File: src/hdl/assert_macros.svh
// Assertion macros for the postfix evaluator.
`ifndef ASSERT_MACROS_SVH
`define ASSERT_MACROS_SVH
`ifndef NO_ASSERTIONS
`define PFX_ASSERT(lbl, clk, rst_n, prop, msg) \
  lbl: assert property (@(posedge clk) disable iff (!rst_n) prop) else $error(msg);
`define PFX_ASSERT_NEVER(lbl, clk, rst_n, cond, msg) \
  lbl: assert property (@(posedge clk) disable iff (!rst_n) !(cond)) else $error(msg);
`else
`define PFX_ASSERT(lbl, clk, rst_n, prop, msg)
`define PFX_ASSERT_NEVER(lbl, clk, rst_n, cond, msg)
`endif
`endif

File: src/hdl/pfx_pkg.sv
package pfx_pkg;
  localparam int unsigned StackDepth = 64;
  localparam int unsigned PtrW = $clog2(StackDepth);
  localparam int unsigned CntW = $clog2(StackDepth + 1);

  localparam logic [7:0] ChNul   = 8'h00;
  localparam logic [7:0] ChZero  = 8'h30;
  localparam logic [7:0] ChNine  = 8'h39;
  localparam logic [7:0] ChPlus  = 8'h2b;
  localparam logic [7:0] ChMinus = 8'h2d;
  localparam logic [7:0] ChStar  = 8'h2a;
  localparam logic [7:0] ChSlash = 8'h2f;

  typedef enum logic [1:0] {
    StOk        = 2'd0,
    StUnderflow = 2'd1,
    StDivZero   = 2'd2,
    StOverflow  = 2'd3
  } status_e;

  typedef enum logic [2:0] {
    FsmIdle,
    FsmRead,
    FsmExec,
    FsmMul,
    FsmDiv,
    FsmWrite,
    FsmOut
  } fsm_e;
endpackage

File: src/hdl/pfx_stack_ram.sv
module pfx_stack_ram import pfx_pkg::*; (
  input  logic            clk_i,
  input  logic            we_i,
  input  logic [PtrW-1:0] waddr_i,
  input  logic [31:0]     wdata_i,
  input  logic [PtrW-1:0] raddr_a_i,
  input  logic [PtrW-1:0] raddr_b_i,
  output logic [31:0]     rdata_a_o,
  output logic [31:0]     rdata_b_o
);
  logic [31:0] mem [StackDepth];

  always_ff @(posedge clk_i) begin
    if (we_i) begin
      mem[waddr_i] <= wdata_i;
    end
    rdata_a_o <= mem[raddr_a_i];
    rdata_b_o <= mem[raddr_b_i];
  end
endmodule

File: src/hdl/pfx_divider.sv
module pfx_divider import pfx_pkg::*; (
  input  logic        clk_i,
  input  logic        rst_ni,
  input  logic        start_i,
  input  logic [31:0] dividend_i,
  input  logic [31:0] divisor_i,
  output logic        done_o,
  output logic [31:0] quot_o
);
  logic [31:0] quo_q, quo_d, dvs_q, dvs_d;
  logic [31:0] rem_q, rem_d;
  logic [5:0]  cnt_q, cnt_d;
  logic        busy_q, busy_d, neg_q, neg_d;
  logic [32:0] trial;
  logic [32:0] shifted;

  always_comb begin
    quo_d = quo_q; dvs_d = dvs_q; rem_d = rem_q; cnt_d = cnt_q;
    busy_d = busy_q; neg_d = neg_q;
    shifted = {rem_q, quo_q[31]};
    trial = shifted - {1'b0, dvs_q};
    done_o = 1'b0;
    if (start_i) begin
      busy_d = 1'b1;
      cnt_d = 6'd0;
      rem_d = '0;
      neg_d = dividend_i[31] ^ divisor_i[31];
      quo_d = dividend_i[31] ? 32'(-dividend_i) : dividend_i;
      dvs_d = divisor_i[31] ? 32'(-divisor_i) : divisor_i;
    end else if (busy_q) begin
      if (cnt_q == 6'd32) begin
        busy_d = 1'b0;
        done_o = 1'b1;
      end else begin
        cnt_d = cnt_q + 6'd1;
        if (!trial[32]) begin
          rem_d = trial[31:0];
          quo_d = {quo_q[30:0], 1'b1};
        end else begin
          rem_d = shifted[31:0];
          quo_d = {quo_q[30:0], 1'b0};
        end
      end
    end
  end

  assign quot_o = neg_q ? 32'(-quo_q) : quo_q;

  always_ff @(posedge clk_i or negedge rst_ni) begin
    if (!rst_ni) begin
      busy_q <= 1'b0;
      cnt_q  <= '0;
    end else begin
      busy_q <= busy_d;
      cnt_q  <= cnt_d;
    end
  end

  always_ff @(posedge clk_i) begin
    quo_q <= quo_d;
    rem_q <= rem_d;
    dvs_q <= dvs_d;
    neg_q <= neg_d;
  end
endmodule

File: src/hdl/postfix_expression_evaluator.sv
// Busy states per word: Read, Exec, then Write (+ -), Mul and Write (*), Div and Write (/), Out (NUL).
// The next word is taken back in Idle; the divider sets the worst case unless the output stalls.
// The stack lives in a 64-entry RAM with registered reads; the next word is
// taken once the previous one has written back or its result word is stored.
// Reset (rst_ni, async, active low) clears the count, error code and control.
// Stack contents are undefined after reset; only written entries are read.
`include "assert_macros.svh"
module postfix_expression_evaluator import pfx_pkg::*; (
  input  logic        clk_i,
  input  logic        rst_ni,
  input  logic        in_valid_i,
  output logic        in_stall_o,
  input  logic [7:0]  char_code_i,
  output logic        out_valid_o,
  input  logic        out_stall_i,
  output logic [31:0] value_o,
  output logic [1:0]  status_o
);
  fsm_e        state_q, state_d;
  logic [CntW-1:0] cnt_q, cnt_d;
  status_e     err_q, err_d;
  logic [7:0]  ch_q, ch_d;
  logic [31:0] res_q, res_d, prod_q, prod_d;
  logic        ov_q, ov_d;
  logic [31:0] oval_q, oval_d;
  logic [1:0]  ost_q, ost_d;

  logic            we;
  logic [PtrW-1:0] waddr, ra, rb;
  logic [31:0]     wdata, rda, rdb, quot;
  logic            div_start, div_done;
  logic            acc;

  assign acc = in_valid_i && !in_stall_o;
  assign ra = PtrW'(cnt_q - CntW'(1));
  assign rb = PtrW'(cnt_q - CntW'(2));

  pfx_stack_ram u_ram (
    .clk_i, .we_i(we), .waddr_i(waddr), .wdata_i(wdata),
    .raddr_a_i(ra), .raddr_b_i(rb), .rdata_a_o(rda), .rdata_b_o(rdb)
  );

  pfx_divider u_div (
    .clk_i, .rst_ni, .start_i(div_start), .dividend_i(rdb), .divisor_i(rda),
    .done_o(div_done), .quot_o(quot)
  );

  always_comb begin
    state_d = state_q;
    case (state_q)
      FsmIdle: begin
        if (acc) begin
          state_d = FsmRead;
        end
      end
      FsmRead:  state_d = FsmExec;
      FsmExec: begin
        if (ch_q == ChNul) begin
          state_d = FsmOut;
        end else if (err_q != StOk) begin
          state_d = FsmIdle;
        end else if (ch_q inside {[ChZero:ChNine]}) begin
          state_d = FsmIdle;
        end else if (ch_q inside {ChPlus, ChMinus, ChStar, ChSlash}) begin
          if (cnt_q < CntW'(2)) begin
            state_d = FsmIdle;
          end else if (ch_q == ChStar) begin
            state_d = FsmMul;
          end else if (ch_q == ChSlash) begin
            state_d = (rda == '0) ? FsmIdle : FsmDiv;
          end else begin
            state_d = FsmWrite;
          end
        end else begin
          state_d = FsmIdle;
        end
      end
      FsmMul:   state_d = FsmWrite;
      FsmDiv: begin
        if (div_done) begin
          state_d = FsmWrite;
        end
      end
      FsmWrite: state_d = FsmIdle;
      FsmOut: begin
        if (!ov_q || !out_stall_i) begin
          state_d = FsmIdle;
        end
      end
      default:  state_d = FsmIdle;
    endcase
  end

  always_comb begin
    cnt_d = cnt_q; err_d = err_q; ch_d = ch_q; res_d = res_q;
    prod_d = prod_q; ov_d = ov_q; oval_d = oval_q; ost_d = ost_q;
    we = 1'b0; waddr = ra; wdata = res_q; div_start = 1'b0;
    in_stall_o = (state_q != FsmIdle);
    if (ov_q && !out_stall_i) begin
      ov_d = 1'b0;
    end
    case (state_q)
      FsmIdle: begin
        if (acc) begin
          ch_d = char_code_i;
        end
      end
      FsmExec: begin
        if (ch_q == ChNul) begin
          cnt_d = '0;
          err_d = StOk;
        end else if (err_q != StOk) begin
          cnt_d = cnt_q;
        end else if (ch_q inside {[ChZero:ChNine]}) begin
          if (cnt_q >= CntW'(StackDepth)) begin
            err_d = StOverflow;
          end else begin
            we = 1'b1;
            waddr = PtrW'(cnt_q);
            wdata = {28'd0, ch_q[3:0]};
            cnt_d = cnt_q + CntW'(1);
          end
        end else if (ch_q inside {ChPlus, ChMinus, ChStar, ChSlash}) begin
          if (cnt_q < CntW'(2)) begin
            err_d = StUnderflow;
          end else if (ch_q == ChPlus) begin
            res_d = rdb + rda;
          end else if (ch_q == ChMinus) begin
            res_d = rdb - rda;
          end else if (ch_q == ChStar) begin
            prod_d = rdb * rda;
          end else if (rda == '0) begin
            err_d = StDivZero;
          end else begin
            div_start = 1'b1;
          end
        end
      end
      FsmMul: res_d = prod_q;
      FsmDiv: begin
        if (div_done) begin
          res_d = quot;
        end
      end
      FsmWrite: begin
        we = 1'b1;
        waddr = rb;
        wdata = res_q;
        cnt_d = cnt_q - CntW'(1);
      end
      default: ;
    endcase
    // NUL: stage the result word once the output register is free
    if (state_q == FsmOut && (!ov_q || !out_stall_i)) begin
      ov_d = 1'b1;
      ost_d = res_q[1:0];
      oval_d = prod_q;
    end
    if (state_q == FsmExec && ch_q == ChNul) begin
      if (err_q != StOk) begin
        res_d = {30'd0, err_q};
        prod_d = '0;
      end else if (cnt_q == '0) begin
        res_d = {30'd0, StUnderflow};
        prod_d = '0;
      end else begin
        res_d = {30'd0, StOk};
        prod_d = rda;
      end
    end
  end

  always_ff @(posedge clk_i or negedge rst_ni) begin
    if (!rst_ni) begin
      state_q <= FsmIdle;
      cnt_q   <= '0;
      err_q   <= StOk;
      ov_q    <= 1'b0;
    end else begin
      state_q <= state_d;
      cnt_q   <= cnt_d;
      err_q   <= err_d;
      ov_q    <= ov_d;
    end
  end

  always_ff @(posedge clk_i) begin
    ch_q   <= ch_d;
    res_q  <= res_d;
    prod_q <= prod_d;
    oval_q <= oval_d;
    ost_q  <= ost_d;
  end

  assign out_valid_o = ov_q;
  assign value_o = oval_q;
  assign status_o = ost_q;

  `PFX_ASSERT(a_cnt_bound, clk_i, rst_ni, cnt_q <= CntW'(StackDepth), "stack count beyond depth")
  `PFX_ASSERT(a_err_value, clk_i, rst_ni, (ov_q && ost_q != StOk) |-> oval_q == '0, "error value")
  `PFX_ASSERT_NEVER(a_busy_stall, clk_i, rst_ni, (state_q != FsmIdle) && acc, "word taken while busy")
endmodule
File: config.mk
export PLATFORM = sky130hd
export DESIGN_NAME = postfix_expression_evaluator
export DESIGN_NICKNAME = d
export VERILOG_FILES = /design/src/hdl/pfx_pkg.sv /design/src/hdl/pfx_stack_ram.sv /design/src/hdl/pfx_divider.sv /design/src/hdl/postfix_expression_evaluator.sv
export VERILOG_INCLUDE_DIRS = /design/src /design/src/hdl
export SDC_FILE = /design/constraint.sdc
export NUM_CORES = 2
export LEC_CHECK = 0
export BUFFER_PORTS_ARGS = -buffer_cell sky130_fd_sc_hd__buf_2
export CORE_MARGIN = 10
export CORE_UTILIZATION = 58
export DETAILED_ROUTE_END_ITERATION = 8
export PLACE_DENSITY = 0.77
export SYNTH_ARGS = -nofsm -noshare
export SYNTH_HDL_FRONTEND = slang
export SYNTH_HIERARCHICAL = 1
export SYNTH_SLANG_ARGS = --single-unit
File: constraint.sdc
create_clock -name clk_i -period 22.7 [get_ports clk_i]
set_input_delay 2.27 -clock clk_i [delete_from_list [all_inputs] [get_ports clk_i]]
set_output_delay 2.27 -clock clk_i [all_outputs]
set_load 0.005 [all_outputs]
==> metrics.yaml <==
run_status:
  status: "completed"
final_layout:
  final_net_count: 8460
  final_cell_mix: "edfxtp_1, mux4_2, nand2_1, inv_1, fa_1"
  area_delta_synth_final_pct: 9.34
  layout_commonest_cell: "edfxtp_1"
  final_util_pct: 63.9
  drive_above_1_share_pct: 23.9
timing:
  setup_viol: 0
  rsz0062_at_grt: "no"
  finalWorstSetupSlack_ps: 14770
  finalHoldViolCount: 0
  tightest_slew_ps: 1470
  clock.fmax_mhz: 126
  fin_skew_ps: 73.7
  slew-limit-headroom_pct: 1.99
  tns_ps: 0
  period_needed_ps: 7930
  slew_viol_final: 0
  period_share_pct: 34.9
cts:
  postCtsSetupBuffers: 0
  clock_path_buffers: 3
  clkTransAtPathRegs_ps: 60
  cts_num_sinks: 2335
  clk-insertion-delay-late_ps: 910
  cts_buffers: 229
  hold_buffers: 0
  htree_levels: 4
  cts_tree: "yes"
  root_buffer: "clkbuf_16"
  cts-resized-gates: 0
drt:
  routed_wl_um: 397000
  drc_errors: 0
  routedWlPerCell_um: 36.4
  dr_total_vias: 79700
  antenna_left: 0
  first_pass_iters: 8
  drtIter0Drc: 13700
  viasPerCell: 7.30
setup_path:
  reg2reg_to: "prod_q[31]$_DFFE_PP_"
  worstSetupEndpointType: "register"
  worstPathRequired_ps: 23340
  worstSetupPathType: "register to register"
  start_kind: "register"
  r2r-start: "u_ram/rdata_b_o[16]$_DFF_P_"
  crit_arrival_ps: 8570
  critical_path_peak_fanout: 20
  reg2regPathDepth: 21
  rrSetupSlack_ps: 14770
floorplanning:
  core_area_um2: 217000
  pin_count: 48
  die_h_um: 488
  fp.dieArea_um2: 238000
  die_x_um: 488
  rows: 171
  start_util_pct: 58.4
placement:
  pre_cts_ws_ps: 14800
  dp_hpwl_um: 238000
  place.gp.congestion: 0.922
  portBuffers: 47
global_routing:
  grt_overflow: 0
  grt_max_degree: 93
  grt_pass1_wl_um: 572000
  track_usage_pct: 33.2
  antenna_found_initial: 41
  grt_pass1_vias: 81100
yosys:
  ys_async_sr_fraction_pct: 0.857
  synth_area_um2: 127000
  synth_top_area_share_pct: 52.5
  netlist_instances: 7863
  avgSynthCellArea_um2: 16.1
  synth-edff-count: 2219
  synth.distinct_cells: 78
  ys_ff_latch: 2335
  synth.largest_area_cell: "edfxtp_1"
  ys_seq_area_share_pct: 54.4
  ys.flop_type: "edfxtp_1"
  synthesis.nets: 8482
  yosysWarnings: 6
  ys_top_cells_by_area: "edfxtp_1, mux4_2, fa_1, mux2i_1, ha_1"
run:
  cap_viol_max_count: 0
min_path:
  hold_path.class: "register to register"
  hold_depth: 0
  hold_start: "prod_q[5]$_DFFE_PP_"
  min_to: "value_o[5]$_DFFE_PP_"
cell usage after synthesis, types with 34 or more instances:
cell and count:
a21o_1 38, a21oi_1 208, a221oi_1 34, a22oi_1 113
and2_1 347, buf_1 42, buf_2 100, buf_4 71
clkbuf_1 311, dfxtp_1 96, edfxtp_1 2219, fa_1 410
ha_1 197, inv_1 453, mux2i_1 292, mux4_2 1120
nand2_1 472, nand3_1 43, nor2_1 246, nor3_1 63
o21ai_0 205, o22ai_1 44, o31ai_1 41, xnor2_1 187
xor2_1 87
critical path: stages (launching register included):
cell and delay (ps):
dfxtp_1 1010, and2_1 270, fa_1 420, fa_1 490, fa_1 520, inv_1 50, fa_1 470, inv_1 50
fa_1 480, fa_1 570, fa_1 430, fa_1 450, ha_1 360, a21o_1 190, a2111oi_0 410, a21oi_1 140
and3_1 190, a221o_1 280, o41ai_1 430, o21a_1 210, xnor2_1 70, a22o_1 180
sequential cells by signal, indices dropped and copies added (netlist names), 32 cells and up:
register         flops
u_ram/mem         2048
prod_q              32
res_q               32
u_div/dvs_q         32
u_div/quo_q         32
u_div/rem_q         32
u_ram/rdata_a_o     32
u_ram/rdata_b_o     32
value_o             32
per-stage QoR:
| stage | hold WS, ps | cell area [um2] | instances |
|---|---|---|---|
| floorplan | 426 | 127000 | 7863 |
| global placement | 452 | 131000 | 10500 |
| detailed placement | 448 | 131000 | 10500 |
| CTS | 466 | 139000 | 10900 |
| global route | 492 | 139000 | 10900 |
| finish | 468 | 139000 | 10900 |
worst max-delay path by stage:
stage                                start                    to  slack, ps
2_1_floorplan   u_ram/rdata_a_o[7]$_DFF_P_  prod_q[31]$_DFFE_PP_      15290
3_3_place_gp   u_ram/rdata_b_o[16]$_DFF_P_  prod_q[31]$_DFFE_PP_      14860
3_5_place_dp   u_ram/rdata_b_o[16]$_DFF_P_  prod_q[31]$_DFFE_PP_      14800
4_1_cts        u_ram/rdata_b_o[16]$_DFF_P_  prod_q[31]$_DFFE_PP_      14790
5_1_grt        u_ram/rdata_b_o[16]$_DFF_P_  prod_q[31]$_DFFE_PP_      14370
6_report       u_ram/rdata_b_o[16]$_DFF_P_  prod_q[31]$_DFFE_PP_      14770
per-layer routing:
layer | GRT usage, % | vias to the layer above | wire length, um
li1 | - | 30700 | -
met1 | 43.1 | 40500 | 130000
met2 | 48.2 | 6928 | 172000
met3 | 13.1 | 1578 | 66400
met4 | 18.4 | 47 | 28100
met5 | 0.241 | - | 591
logic make-up (layout without fill, tap and decap cells):
| logic type | Yosys count | in the layout | share of synthesized area [%] |
|---|---|---|---|
| xor+xnor | 274 | 274 | 1.89 |
| mux | 1414 | 1414 | 22.2 |
| flops | 2335 | 2335 | 54.4 |
| other cells | 0 | 16 | 0 |
| compound gates | 860 | 860 | 4.39 |
| simple gates | 1379 | 1379 | 5.39 |
| buf+inv | 994 | 1179 | 3.34 |
| fa+ha+maj | 607 | 607 | 8.41 |
layout make-up:
class | instances | area, um2
multi-input cells | 4534 | 54400
flip-flops and latches | 2335 | 69100
well taps | 2854 | 3570
inverters | 455 | 1740
clock buffers | 289 | 6140
clock inverters | 149 | 1760
fillers | 14600 | 78600
diodes | 16 | 40.0
repair buffers | 286 | 2130
Power is not shown: default switching activity piles up to over one toggle a cycle in this logic, so the estimate is an artifact.
